### config.mk
export PLATFORM = sky130hd
export DESIGN_NAME = counting_semaphore_fifo_n
export DESIGN_NICKNAME = d
export VERILOG_FILES = /design/src/design/csf_pkg.sv /design/src/design/counting_semaphore_fifo_n.sv
export SDC_FILE = /design/constraint.sdc
export NUM_CORES = 1
export LEC_CHECK = 0
export ABC_AREA = 0
export BUFFER_PORTS_ARGS = -buffer_cell sky130_fd_sc_hd__buf_2
export CAP_MARGIN = 5
export CORE_ASPECT_RATIO = 0.8
export CORE_UTILIZATION = 55
export CTS_CLUSTER_DIAMETER = 200
export DETAILED_ROUTE_END_ITERATION = 12
export PLACE_DENSITY = 0.72
export SLEW_MARGIN = 20
export SYNTH_ARGS = -nofsm -noshare
export SYNTH_HDL_FRONTEND = slang
export SYNTH_SLANG_ARGS = --single-unit
### constraint.sdc
create_clock -name clk -period 5.6 [get_ports clk]
set_input_delay 0.84 -clock clk [delete_from_list [all_inputs] [get_ports clk]]
set_output_delay 0.84 -clock clk [all_outputs]
set_load 0.02 [all_outputs]
### src/design/csf_pkg.sv
// Shared types, codes and sizes for the counting semaphore with waiter FIFO.
package csf_pkg;

    localparam int QUEUE_DEPTH     = 16;
    localparam int THREAD_ID_WIDTH = 8;
    localparam int COUNT_WIDTH     = 16;
    localparam int FREE_WIDTH      = 32;
    localparam int IDX_WIDTH       = $clog2(QUEUE_DEPTH);
    localparam int TOTAL_WIDTH     = $clog2(QUEUE_DEPTH + 1);

    localparam logic [1:0] KIND_WAIT        = 2'd0;
    localparam logic [1:0] KIND_SIGNAL      = 2'd1;
    localparam logic [1:0] KIND_RELEASE_ALL = 2'd2;

    localparam logic [1:0] STATUS_OK        = 2'd0;
    localparam logic [1:0] STATUS_ZERO      = 2'd1;
    localparam logic [1:0] STATUS_FULL      = 2'd2;

    typedef struct packed {
        logic [1:0]                 kind;
        logic [THREAD_ID_WIDTH-1:0] thread_id;
        logic [COUNT_WIDTH-1:0]     unit_count;
    } req_t;

    typedef struct packed {
        logic [1:0]                 status;
        logic                       caller_blocked;
        logic                       released_valid;
        logic [THREAD_ID_WIDTH-1:0] released_thread;
        logic                       last;
    } rsp_t;

    typedef enum logic [4:0] {
        S_IDLE  = 5'b00001,
        S_EXEC  = 5'b00010,
        S_READ  = 5'b00100,
        S_PAY   = 5'b01000,
        S_FLUSH = 5'b10000
    } state_t;

    function automatic logic [IDX_WIDTH-1:0] next_slot(input logic [IDX_WIDTH-1:0] idx);
        logic [IDX_WIDTH-1:0] res;
        if (idx == IDX_WIDTH'(QUEUE_DEPTH - 1))
            res = '0;
        else
            res = idx + IDX_WIDTH'(1);
        return res;
    endfunction

endpackage

### src/design/counting_semaphore_fifo_n.sv
// Counting semaphore taking and giving n units, with a FIFO of blocked waiters.
//
//   channel | signals                        | payload
//   --------+--------------------------------+-------------------------------
//   req     | req_valid / req_ready          | req_data  (kind, thread_id, unit_count)
//   rsp     | rsp_valid / rsp_ready          | rsp_data  (status, blocked, release, last)
//   cfg     | cfg_wr_en                      | cfg_wr_data (initial_count)
//
// A wait, a rejected or ignored request is accepted, then decoded in S_EXEC.
// A signal or release-all walks the waiter FIFO through one head read port:
// each waiter touched is read (S_READ) then paid (S_PAY); a signal closes out in S_FLUSH.
// Reset clears the counters and the free count; FIFO entries hold junk until written.
// req_ready is high only between items; a full result register stalls the sequencer.
module counting_semaphore_fifo_n (
    input  logic                              clk,
    input  logic                              rst_n,
    input  logic                              req_valid,
    output logic                              req_ready,
    input  csf_pkg::req_t                     req_data,
    output logic                              rsp_valid,
    input  logic                              rsp_ready,
    output csf_pkg::rsp_t                     rsp_data,
    input  logic                              cfg_wr_en,
    input  logic [csf_pkg::COUNT_WIDTH-1:0]   cfg_wr_data
);

    csf_pkg::state_t                          state_reg, state_next;
    logic [csf_pkg::FREE_WIDTH-1:0]           free_reg, free_next;
    logic [csf_pkg::IDX_WIDTH-1:0]            head_reg, head_next;
    logic [csf_pkg::IDX_WIDTH-1:0]            tail_reg, tail_next;
    logic [csf_pkg::TOTAL_WIDTH-1:0]          total_reg, total_next;
    logic [1:0]                               kind_reg, kind_next;
    logic [csf_pkg::THREAD_ID_WIDTH-1:0]      tid_reg, tid_next;
    logic [csf_pkg::COUNT_WIDTH-1:0]          avail_reg, avail_next;
    logic                                     pend_reg, pend_next;
    logic [csf_pkg::THREAD_ID_WIDTH-1:0]      pend_tid_reg, pend_tid_next;
    logic                                     out_valid_reg, out_valid_next;
    csf_pkg::rsp_t                            out_data_reg, out_data_next;
    logic [csf_pkg::THREAD_ID_WIDTH-1:0]      rd_tid_reg;
    logic [csf_pkg::COUNT_WIDTH-1:0]          rd_need_reg;

    logic [csf_pkg::THREAD_ID_WIDTH-1:0]      waiter_thread_mem [csf_pkg::QUEUE_DEPTH];
    logic [csf_pkg::COUNT_WIDTH-1:0]          waiter_need_mem   [csf_pkg::QUEUE_DEPTH];

    logic                                     mem_we;
    logic [csf_pkg::IDX_WIDTH-1:0]            mem_addr;
    logic [csf_pkg::THREAD_ID_WIDTH-1:0]      mem_wr_tid;
    logic [csf_pkg::COUNT_WIDTH-1:0]          mem_wr_need;

    logic                                     out_free;
    logic [csf_pkg::FREE_WIDTH:0]             sum;
    logic [csf_pkg::FREE_WIDTH-1:0]           sat_free;
    logic [csf_pkg::COUNT_WIDTH-1:0]          left_after;
    logic                                     short_avail;

    assign req_ready = (state_reg == csf_pkg::S_IDLE);
    assign rsp_valid = out_valid_reg;
    assign rsp_data  = out_data_reg;
    assign out_free  = !out_valid_reg || rsp_ready;

    // Saturating add of leftover units to the free count
    assign sum      = {1'b0, free_reg} + (csf_pkg::FREE_WIDTH + 1)'(avail_reg);
    assign sat_free = sum[csf_pkg::FREE_WIDTH] ? '1 : sum[csf_pkg::FREE_WIDTH-1:0];

    assign short_avail = (avail_reg < rd_need_reg);
    assign left_after  = avail_reg - rd_need_reg;

    always_comb
    begin
        state_next     = state_reg;
        free_next      = free_reg;
        head_next      = head_reg;
        tail_next      = tail_reg;
        total_next     = total_reg;
        kind_next      = kind_reg;
        tid_next       = tid_reg;
        avail_next     = avail_reg;
        pend_next      = pend_reg;
        pend_tid_next  = pend_tid_reg;
        out_valid_next = out_valid_reg && !rsp_ready;
        out_data_next  = out_data_reg;
        mem_we         = 1'b0;
        mem_addr       = tail_reg;
        mem_wr_tid     = tid_reg;
        mem_wr_need    = avail_reg;

        unique case (state_reg)
            csf_pkg::S_IDLE:
            begin
                if (req_valid)
                begin
                    kind_next  = req_data.kind;
                    tid_next   = req_data.thread_id;
                    avail_next = req_data.unit_count;
                    pend_next  = 1'b0;
                    state_next = csf_pkg::S_EXEC;
                end
            end

            csf_pkg::S_EXEC:
            begin
                if (out_free)
                begin
                    out_data_next      = '0;
                    out_data_next.last = 1'b1;
                    state_next         = csf_pkg::S_IDLE;
                    unique case (kind_reg)
                        csf_pkg::KIND_RELEASE_ALL:
                        begin
                            if (total_reg != '0)
                                state_next = csf_pkg::S_READ;
                            else
                                out_valid_next = 1'b1;
                        end
                        csf_pkg::KIND_WAIT:
                        begin
                            out_valid_next = 1'b1;
                            if (avail_reg == '0)
                                out_data_next.status = csf_pkg::STATUS_ZERO;
                            else if (total_reg != '0)
                            begin
                                if (total_reg == csf_pkg::TOTAL_WIDTH'(csf_pkg::QUEUE_DEPTH))
                                    out_data_next.status = csf_pkg::STATUS_FULL;
                                else
                                begin
                                    mem_we                       = 1'b1;
                                    tail_next                    = csf_pkg::next_slot(tail_reg);
                                    total_next                   = total_reg + 1'b1;
                                    out_data_next.caller_blocked = 1'b1;
                                end
                            end
                            else if (free_reg >= csf_pkg::FREE_WIDTH'(avail_reg))
                                free_next = free_reg - csf_pkg::FREE_WIDTH'(avail_reg);
                            else
                            begin
                                // shortfall fits the count width since free < request
                                mem_we      = 1'b1;
                                mem_wr_need = avail_reg - free_reg[csf_pkg::COUNT_WIDTH-1:0];
                                free_next   = '0;
                                tail_next   = csf_pkg::next_slot(tail_reg);
                                total_next  = total_reg + 1'b1;
                                out_data_next.caller_blocked = 1'b1;
                            end
                        end
                        csf_pkg::KIND_SIGNAL:
                        begin
                            if (avail_reg == '0)
                            begin
                                out_valid_next       = 1'b1;
                                out_data_next.status = csf_pkg::STATUS_ZERO;
                            end
                            else if (total_reg != '0)
                                state_next = csf_pkg::S_READ;
                            else
                                state_next = csf_pkg::S_FLUSH;
                        end
                        default:
                        begin
                            out_valid_next = 1'b1;
                        end
                    endcase
                end
            end

            csf_pkg::S_READ:
            begin
                state_next = csf_pkg::S_PAY;
            end

            csf_pkg::S_PAY:
            begin
                if (out_free)
                begin
                    out_data_next = '0;
                    if (kind_reg == csf_pkg::KIND_RELEASE_ALL)
                    begin
                        head_next                     = csf_pkg::next_slot(head_reg);
                        total_next                    = total_reg - 1'b1;
                        out_valid_next                = 1'b1;
                        out_data_next.released_valid  = 1'b1;
                        out_data_next.released_thread = rd_tid_reg;
                        out_data_next.last            = (total_reg == csf_pkg::TOTAL_WIDTH'(1));
                        state_next = (total_reg == csf_pkg::TOTAL_WIDTH'(1)) ?
                                     csf_pkg::S_IDLE : csf_pkg::S_READ;
                    end
                    else if (short_avail)
                    begin
                        // partial fill of the head waiter
                        mem_we      = 1'b1;
                        mem_addr    = head_reg;
                        mem_wr_tid  = rd_tid_reg;
                        mem_wr_need = rd_need_reg - avail_reg;
                        avail_next  = '0;
                        state_next  = csf_pkg::S_FLUSH;
                    end
                    else
                    begin
                        // the held release is not final; send it and hold this one
                        head_next     = csf_pkg::next_slot(head_reg);
                        total_next    = total_reg - 1'b1;
                        avail_next    = left_after;
                        pend_next     = 1'b1;
                        pend_tid_next = rd_tid_reg;
                        if (pend_reg)
                        begin
                            out_valid_next                = 1'b1;
                            out_data_next.released_valid  = 1'b1;
                            out_data_next.released_thread = pend_tid_reg;
                        end
                        if (left_after == '0 || total_reg == csf_pkg::TOTAL_WIDTH'(1))
                            state_next = csf_pkg::S_FLUSH;
                        else
                            state_next = csf_pkg::S_READ;
                    end
                end
            end

            csf_pkg::S_FLUSH:
            begin
                if (out_free)
                begin
                    free_next                     = sat_free;
                    out_valid_next                = 1'b1;
                    out_data_next                 = '0;
                    out_data_next.released_valid  = pend_reg;
                    out_data_next.released_thread = pend_reg ? pend_tid_reg : '0;
                    out_data_next.last            = 1'b1;
                    pend_next                     = 1'b0;
                    state_next                    = csf_pkg::S_IDLE;
                end
            end

            default:
            begin
                state_next = csf_pkg::S_IDLE;
            end
        endcase

        if (cfg_wr_en)
            free_next = csf_pkg::FREE_WIDTH'(cfg_wr_data);
    end

    always_ff @(posedge clk or negedge rst_n)
    begin
        if (!rst_n)
        begin
            state_reg     <= csf_pkg::S_IDLE;
            free_reg      <= '0;
            head_reg      <= '0;
            tail_reg      <= '0;
            total_reg     <= '0;
            pend_reg      <= 1'b0;
            out_valid_reg <= 1'b0;
        end
        else
        begin
            state_reg     <= state_next;
            free_reg      <= free_next;
            head_reg      <= head_next;
            tail_reg      <= tail_next;
            total_reg     <= total_next;
            pend_reg      <= pend_next;
            out_valid_reg <= out_valid_next;
        end
    end

    always_ff @(posedge clk)
    begin
        kind_reg     <= kind_next;
        tid_reg      <= tid_next;
        avail_reg    <= avail_next;
        pend_tid_reg <= pend_tid_next;
        out_data_reg <= out_data_next;
    end

    // Waiter FIFO storage: one write port, registered head read
    always_ff @(posedge clk)
    begin
        if (mem_we)
        begin
            waiter_thread_mem[mem_addr] <= mem_wr_tid;
            waiter_need_mem[mem_addr]   <= mem_wr_need;
        end
        if (state_reg == csf_pkg::S_READ)
        begin
            rd_tid_reg  <= waiter_thread_mem[head_reg];
            rd_need_reg <= waiter_need_mem[head_reg];
        end
    end

`ifndef ASSERT_OFF
    a_total_bound: assert property (@(posedge clk) disable iff (!rst_n)
        total_reg <= csf_pkg::TOTAL_WIDTH'(csf_pkg::QUEUE_DEPTH))
        else $error("waiter count exceeds FIFO depth");

    a_ring_ptrs: assert property (@(posedge clk) disable iff (!rst_n)
        (total_reg == '0 || total_reg == csf_pkg::TOTAL_WIDTH'(csf_pkg::QUEUE_DEPTH))
        |-> head_reg == tail_reg)
        else $error("head and tail disagree with waiter count");

    a_pay_nonempty: assert property (@(posedge clk) disable iff (!rst_n)
        (state_reg == csf_pkg::S_READ || state_reg == csf_pkg::S_PAY) |-> total_reg != '0)
        else $error("walking an empty waiter FIFO");

    a_pend_scope: assert property (@(posedge clk) disable iff (!rst_n)
        pend_reg |-> (kind_reg == csf_pkg::KIND_SIGNAL &&
                      (state_reg == csf_pkg::S_READ || state_reg == csf_pkg::S_PAY ||
                       state_reg == csf_pkg::S_FLUSH)))
        else $error("held release outside a signal walk");

    a_accept_exec: assert property (@(posedge clk) disable iff (!rst_n)
        (req_valid && req_ready) |=> state_reg == csf_pkg::S_EXEC)
        else $error("accepted request not decoded");
`endif

endmodule

# Yosys cells after proc, flatten, opt, wreduce, memory -nomap -nowiden
# Memory sizes are Yosys's and may differ from the RTL's. A register that Yosys moved wholly into a read port is not among the register bits.
# Cells that the tools add are included.
# W data, S select, Z words.
classes:
  addsub: 9
  n_mul: 0
  div_mod_pow: 0
  order_cmp: 2
  eq_ne: 30
  shifts: 0
  mux: 103
  bitwise_logic: 3
  n_reduce_logical: 24
op_table:
  columns: ["cell", "n"]
  rows:
  - ["$mux W32", 8]
  - ["$mux W16", 12]
  - ["$mux W5", 18]
  - ["$pmux W16 S2", 2]
  - ["$pmux W32 S2", 1]
  - ["$sub A16 B16 Y16", 3]
  - ["$mux W4", 11]
  - ["$mux W8", 5]
  - ["$mux W13", 3]
  - ["$pmux W13 S3", 1]
  - ["$add A32 B16 Y33", 1]
  - ["$ge A32 B16 Y1", 1]
  - ["$logic_not A16 Y1", 2]
  - ["$sub A32 B16 Y32", 1]
  - ["$mux W9", 3]
  - ["$mux W1", 26]
  - ["$pmux W5 S5", 1]
  - ["$ne A3 B3 Y1 const B", 8]
  - ["$ne A2 B2 Y1 const B", 10]
  - ["$pmux W5 S2", 2]
  - ["$reduce_and A6 Y1", 3]
  - ["$lt A16 B16 Y1", 1]
  - ["$reduce_and A4 Y1", 4]
  - ["$eq A5 B1 Y1 const B", 2]
  - ["27 further kinds", 42]
totals:
  ff_bits: 99
  latchBits: 0
  mem_bits_rw: 384
  mem_bits_ro: 0
  input_bits: 47
  mem_count: 2
memory_table:
  columns: ["memory", "depth", "word_bits", "read_ports", "rd_clocked_by_memory_dff", "wr", "line_no", "source"]
  rows:
  - ["waiter_need_mem", 16, 16, 1, 1, 1, "counting_semaphore_fifo_n.sv:43", "logic [csf_pkg::COUNT_WIDTH-1:0] waiter_need_mem [csf_pkg::QUEUE_DEPTH];"]
  - ["waiter_thread_mem", 16, 8, 1, 1, 1, "counting_semaphore_fifo_n.sv:42", "logic [csf_pkg::THREAD_ID_WIDTH-1:0] waiter_thread_mem [csf_pkg::QUEUE_DEPTH];"]

# Depth between registers and ports, before layout
# Gate-level depths: netlist of the first run.
depth:
  depth_word: 9
  depth_mapped: 14
  depth_no_buf: 12

# Least setup slack after synthesis of the first run
# OpenSTA, ideal clock, no wires.
synth_path:
  path_type: "register to register"
  start: "reg avail_reg[1] (netlist bit)"
  end: "mem waiter_need_mem[4][0] (netlist bit), enable pin"
  t_arrival_ns: 3.938
  required_ns: 5.195
  setup_slack_ns: 1.258
  path_stages_with_launch: 13
  path_buffers: 2
  period_less_slack_ns: 4.342
  path_cell_list: "edfxtp_1 > inv_1 > fa_1 > a21o_1 > a221oi_1 > nor3b_1 > clkbuf_1 > o41ai_1 > and2_1 > buf_2 > nand2_1 > o32a_1 > nor2_1"
synth_between:
  elab_chain_cells: 9
  word_cells_on_any_way: 18
synth_lines:
  columns: ["element", "line_no", "source"]
  rows:
  - ["from (decl)", "counting_semaphore_fifo_n.sv:34", "logic [csf_pkg::COUNT_WIDTH-1:0] avail_reg, avail_next;"]
  - ["from (signal assigned)", "counting_semaphore_fifo_n.sv:271", "avail_reg <= avail_next;"]
  - ["$ge A32 B16 Y1", "counting_semaphore_fifo_n.sv:132", "else if (free_reg >= csf_pkg::FREE_WIDTH'(avail_reg))"]
  - ["$mux W1", "counting_semaphore_fifo_n.sv:132", null]
  - ["$mux W1", "counting_semaphore_fifo_n.sv:120", "else if (total_reg != '0)"]
  - ["$mux W1", "counting_semaphore_fifo_n.sv:118", "if (avail_reg == '0)"]
  - ["$mux W1", "counting_semaphore_fifo_n.sv:107", "unique case (kind_reg)"]
  - ["$mux W1", "counting_semaphore_fifo_n.sv:102", "if (out_free)"]
  - ["$pmux W1 S2", "counting_semaphore_fifo_n.sv:87", "unique case (state_reg)"]
  - ["$mux W1", "counting_semaphore_fifo_n.sv:279", "if (mem_we)"]
  - ["$mux W1 (implied by the code)", "counting_semaphore_fifo_n.sv:282", "waiter_need_mem[mem_addr] <= mem_wr_need;"]
  - ["to (decl)", "counting_semaphore_fifo_n.sv:43", null]
# Several ways; a longest one is shown, not always the timed one.

# Worst setup path after layout of the first run
layout_path:
  start: "reg avail_reg[1] (netlist bit)"
  end: "mem waiter_need_mem[0][3] (netlist bit), enable pin"
# Same word-level chain as after synthesis.

==> reports/metrics.yaml, run 1 <==
worst_setup_path:
  crit_type: "register to register"
  critPathRequiredTime_ns: 5.85
  cp_data_arrival_time_ns: 5.23
  worstPathMaxFanout: 18
  cp-start-kind: "register"
  crit_path_end_kind: "register"
clocking:
  cts.sinks: 507
  cts_resized: 0
  cts_tree: "yes"
  cts_buffers: 48
  path_clk_slew_ns: 0.07
  h-tree-depth: 2
  cts_hold_buf: 0
  post_cts_buffers: 0
  clk_path_buf_depth: 3
  clock_latency_ns: 0.58
  cts_root_buf: "clkbuf_16"
cells_and_area:
  antenna_cells: 0
  final_cell_count_no_fill: 2468
  areaGrowthSynthToFinish_pct: 11.11
  nets: 1966
  layout_commonest_cell: "edfxtp_1"
  drive_above_1_share: 0.1887
  largest_reg_flops: 256
  final_area_um2: 27680
  most-common-layout-cells: "455 x edfxtp_1, 120 x nand2_1, 120 x mux4_2"
sta:
  setup_viol: 0
  rsz0062_at_grt: "false"
  tns_ns: 0
  hold_viol_final: 0
  fin_crit_sh: 0.8904
  slew_viol_final: 0
  holdWs_ns: 0.3823
  max_freq_mhz: 200.5
  final.min_clock_period_ns: 4.986
  slew_headroom: 0.2799
  tightest_slew_ns: 1.080
  final.setup_skew_ns: 0.01150
floorplan:
  dieWidth_um: 240.0
  initial_core_util: 0.5593
  core_area_um2: 44550
  ioPinCount: 62
  die_area_um2: 46160
  die_h_um: 192.4
  num_rows: 69
placement:
  detailed_place.area_um2: 26090
  dp_cells: 2380
  portBuffers: 61
  hpwl_mm: 42.26
  gp_congestion: 0.9974
synth:
  yosysWarningCount: 0
  synth_area_um2: 24920
  syn_avg_cell_area_um2: 14.04
  ys_types: 81
  syn-num-nets: 1913
  synthFlopType: "edfxtp_1"
  synthCells: 1775
  async_reset_ff_frac: 0.1026
  synth_seq_area_share: 0.6006
  synth_edf_count: 455
  ys_ff_latch: 507
power_and_ir_drop:
  power.internal_uw: 7267
  leakagePower_uw: 0.009652
  seqPwrFrac: 0.436
  vdd_drop_max_mv: 0.2637
  clkPwrFrac: 0.308
  p_per_area_nw_per_um2: 381.1
  switching_power_uw: 3284
  swShare: 0.3113
  combPwrFrac: 0.256
  power_uw: 10550
min_path:
  hold_class: "input port to async pin"
grt:
  antenna_found_initial: 0
  grt_pass1_wl_mm: 95.65
  grt_max_degree: 72
  grt.total_usage: 0.2821
  grt_pass1_vias: 15220
  gr-total-overflow: 0
route:
  route.detailed.drc: 0
  drt-pass1-iter-count: 5
  detail_route.wl_per_cell_um: 25.83
  first_iter_violations: 1939
  via_per_inst: 6.525
  antenna_left: 0
  vias: 16100
  routed_wl_mm: 63.74
job:
  drv_cap: 0
status:
  outcome: "finished clean"
layer usage:
layer / up-vias / share of wire / routed length (um) / track usage
met4: 0 / 0.018 / 1172 / 0.06173
met1: 8079 / 0.45 / 28510 / 0.4332
met3: 95 / 0.095 / 6051 / 0.05650
met2: 861 / 0.44 / 28000 / 0.4164
li1: 7069 / - / - / -
met5: - / 0 / 0 / 0
final timing paths:
path	startpoint	endpoint	slack [ns]	cells after the start
max	avail_reg[1]	waiter_need_mem[0][3]	0.61	12
min	rst_n	free_reg[4]	0.38	2
max reg2reg	avail_reg[1]	waiter_need_mem[0][3]	0.61	12
min reg2reg	rd_tid_reg[6]	pend_tid_reg[6]	0.51	0
max in group asynchronous	rst_n	head_reg[0]	4.57	2
min in group clk	req_data[25]	kind_reg[1]	0.43	1
per-stage QoR:
stage	util	setup WS [ns]
floorplan	-	1.258
global placement	0.5857	0.8802
detailed placement	0.5857	0.7746
CTS	0.6207	0.7095
global route	0.6214	0.3671
finish	0.6214	0.6136
Yosys cell counts (12+ instances only):
| cell type | instances | area (um^2) |
|---|---|---|
| a21o_1 | 31 | 232.7 |
| a21oi_1 | 100 | 500.5 |
| a221o_1 | 21 | 210.2 |
| a22o_1 | 13 | 113.9 |
| a22oi_1 | 15 | 112.6 |
| a31oi_1 | 17 | 106.4 |
| buf_1 | 18 | 67.56 |
| clkbuf_1 | 75 | 281.5 |
| dfrtp_1 | 51 | 1276 |
| edfxtp_1 | 455 | 13660 |
| ha_1 | 86 | 1076 |
| inv_1 | 85 | 319.1 |
| mux4_2 | 120 | 2703 |
| nand2_1 | 120 | 450.4 |
| nand3_1 | 19 | 95.09 |
| nand4_1 | 12 | 75.07 |
| nor2_1 | 89 | 334.1 |
| nor2b_1 | 13 | 81.33 |
| nor3_1 | 40 | 200.2 |
| nor4_1 | 18 | 112.6 |
| o21ai_0 | 64 | 320.3 |
| o22ai_1 | 18 | 112.6 |
| o31ai_1 | 21 | 157.7 |
| or3_1 | 12 | 75.07 |
| xnor2_1 | 49 | 429.2 |
worst max-delay path: stages (launching register included):
cell	delay, ns
edfxtp_1	0.60
inv_1	0.25
fa_1	0.49
a21o_1	0.23
a221oi_1	0.68
nor3b_1	0.11
buf_4	0.22
o41ai_1	0.57
and2_1	0.33
nand2_1	0.10
o32a_1	0.34
nor2_4	0.31
buf_4	0.39
cell type report:
class / instances / area (um^2)
clock buffers: 54 / 1245
clock inverters: 33 / 316.6
fillers: 3364 / 16860
inverters: 86 / 322.8
multi-input cells: 1080 / 9378
flip-flops and latches: 507 / 14970
well taps: 603 / 754.5
repair buffers: 105 / 693.2
cell families (layout without fill, tap and decap cells):
| family | Yosys count | after routing | synth area share |
|---|---|---|---|
| fa+ha+maj | 91 | 91 | 0.04720 |
| xor+xnor | 60 | 60 | 0.02109 |
| mux | 123 | 123 | 0.1097 |
| compound gates | 412 | 412 | 0.1135 |
| flops | 507 | 507 | 0.6006 |
| buf+inv | 188 | 278 | 0.02928 |
| simple gates | 394 | 394 | 0.07864 |
power by group through the flow:
| stage | Sequential [uW] | Combinational, uW | Clock, uW |
|---|---|---|---|
| after floorplan | 4610 | 1900 | 0 |
| after global placement | 4710 | 2570 | 0 |
| after detailed placement | 4710 | 2590 | 0 |
| after CTS | 4640 | 2600 | 3300 |
| after global routing | 4620 | 2920 | 3440 |
| final | 4600 | 2700 | 3250 |
Power figures use the tool's default switching activity.
==> run 2: changes to the inputs <==
--- a/config.mk
+++ b/config.mk
@@ -12,4 +12,5 @@
 export CORE_UTILIZATION = 55
 export CTS_CLUSTER_DIAMETER = 200
+export CTS_CLUSTER_SIZE = 30
 export DETAILED_ROUTE_END_ITERATION = 12
 export PLACE_DENSITY = 0.72
==> constraint.sdc (replaced) <==
create_clock -name clk -period 6.45 [get_ports clk]
set_input_delay 1.29 -clock clk [delete_from_list [all_inputs] [get_ports clk]]
set_output_delay 1.29 -clock clk [all_outputs]
set_load 0.02 [all_outputs]
==> run 2 against run 1 <==
Effect of this change: worst setup slack improved by 0.54 ns; wire length decreased by 1.7%; register-to-register slack improved by 0.54 ns; design area decreased by 4.4%; clock skew increased by 0.027 ns; combinational power decreased by 14%; power decreased by 25%; first-iteration DRC count decreased by 13%; die area unchanged; critical path depth decreased by 1; critical path type unchanged.
==> reports/metrics.yaml, run 2 (synthesis results as in run 1) <==
clocking:
  cts_tree: "yes"
  clock_latency_ns: 0.59
  post_cts_buffers: 0
  cts_buffers: 20
  cts_resized: 0
  cts_hold_buf: 0
  cts.sinks: 507
  clk_path_buf_depth: 3
  path_clk_slew_ns: 0.13
  h-tree-depth: 1
  cts_root_buf: "clkbuf_16"
worst_setup_path:
  cp_data_arrival_time_ns: 5.49
  crit-reg2reg-launch: "avail_reg[1]"
  cp-start-kind: "register"
  crit_path_end_kind: "register"
  cp-startpoint: "avail_reg[1]"
  critPathRequiredTime_ns: 6.64
  worstPathMaxFanout: 24
  crit_type: "register to register"
job:
  drv_cap: 0
cells_and_area:
  areaGrowthSynthToFinish_pct: 6.222
  most-common-layout-cells: "455 x edfxtp_1, 120 x nand2_1, 120 x mux4_2"
  layout_commonest_cell: "edfxtp_1"
  largest_reg_flops: 256
  seq_area_um2: 14970
  fillCellCount: 3484
  nets: 1914
  multi_input_area_um2: 9390
  drive_above_1_share: 0.1526
  antenna_cells: 0
route:
  route.detailed.drc: 0
  drt-pass1-iter-count: 5
  detail_route.wl_per_cell_um: 26.26
  first_iter_violations: 1680
  antenna_left: 0
  routed_wl_mm: 62.67
  vias: 15650
  via_per_inst: 6.557
floorplan:
  dieWidth_um: 240.0
  die_h_um: 192.4
  initial_core_util: 0.5593
  core_area_um2: 44550
  ioPinCount: 62
  num_rows: 69
  die_area_um2: 46160
power_and_ir_drop:
  swShare: 0.3252
  p_per_area_nw_per_um2: 298.3
  clkPwrFrac: 0.196
  switching_power_uw: 2567
  power.internal_uw: 5326
  vdd_drop_max_mv: 0.2132
  combPwrFrac: 0.295
  leakagePower_uw: 0.009018
  seqPwrFrac: 0.509
placement:
  hpwl_mm: 43.27
  gp_congestion: 0.9926
  portBuffers: 61
  place_ws_ns: 1.309
sta:
  holdWs_ns: 0.5063
  final.setup_skew_ns: 0.03887
  final.min_clock_period_ns: 5.299
  fin_crit_sh: 0.8215
  hold_viol_final: 0
  tightest_slew_ns: 1.114
  rsz0062_at_grt: "false"
  fin_ws_ns: 1.151
  slew_viol_final: 0
  max_freq_mhz: 188.7
  slew_headroom: 0.2518
  setup_viol: 0
  tns_ns: 0
grt:
  gr-total-overflow: 0
  grt_pass1_vias: 15100
  grt_max_degree: 66
  grt_pass1_wl_mm: 95.82
  antenna_found_initial: 0
  grt.total_usage: 0.2803
min_path:
  min_from: "rd_tid_reg[7]"
  hold_class: "register to register"
status:
  outcome: "finished clean"
run 2: changes by cell type in the layout (fill, tap and decap cells not counted), moves of 2 or more:
cell | previous run | this run
buf_12 | 3 | 1
buf_4 | 40 | 19
bufinv_16 | 4 | 0
clkbuf_1 | 5 | 7
clkbuf_16 | 49 | 21
clkinv_1 | 7 | 2
clkinv_2 | 12 | 0
clkinvlp_4 | 4 | 0
inv_16 | 2 | 0
inv_6 | 4 | 0
run 2: final timing paths:
kind | to | slack [ns] | depth (start not counted)
hold / removal | pend_tid_reg[7] | 0.51 | 0
setup / recovery | waiter_need_mem[8][9] | 1.15 | 11
setup reg to reg | waiter_need_mem[8][9] | 1.15 | 11
hold reg to reg | pend_tid_reg[7] | 0.51 | 0
max in group asynchronous | head_reg[0] | 4.94 | 2
min in group asynchronous | free_reg[4] | 0.83 | 2
run 2: final cells by class:
type                       count  area share
timing repair buffer          81     0.01768
inverter                      86     0.01220
clock inverter                 1   0.0001891
clock buffer                  28     0.02085
sequential                   507      0.5658
multi-input combinational   1080      0.3548
tap                          603     0.02851
run 2: power groups by stage:
stage | registers (uW) | logic [uW] | clock network (uW)
after global routing | 4040 | 2520 | 1680
after floorplan | 4000 | 1650 | 0
after global placement | 4080 | 2250 | 0
after detailed placement | 4090 | 2280 | 0
after CTS | 4020 | 2290 | 1580
final | 4020 | 2330 | 1550
run 2: critical path: stages (launching register included):
cell and delay, ns:
edfxtp_1 0.63, inv_1 0.26, fa_1 0.50, a21o_1 0.23
a221oi_1 0.63, nor3b_1 0.11, buf_4 0.21, o41ai_1 0.74
and2_1 0.36, nand2_1 0.11, o32a_1 0.33, nor2_4 0.79
run 2: metal layers:
layer / part of all wire / wire, um / track usage
met5: 0 / 0 / 0
met3: 0.067 / 4226 / 0.02546
met4: 0.013 / 788 / 0.04287
met2: 0.46 / 29030 / 0.4362
met1: 0.46 / 28620 / 0.4397
run 2: stage by stage:
stage | cells | utilization | area, um^2 | power (uW)
floorplan | 1775 | - | 24920 | 5655
global placement | 2357 | 0.5814 | 25900 | 6329
detailed placement | 2357 | 0.5814 | 25900 | 6364
CTS | 2386 | 0.5939 | 26460 | 7883
global route | 2386 | 0.5941 | 26470 | 8242
finish | 2386 | 0.5941 | 26470 | 7894
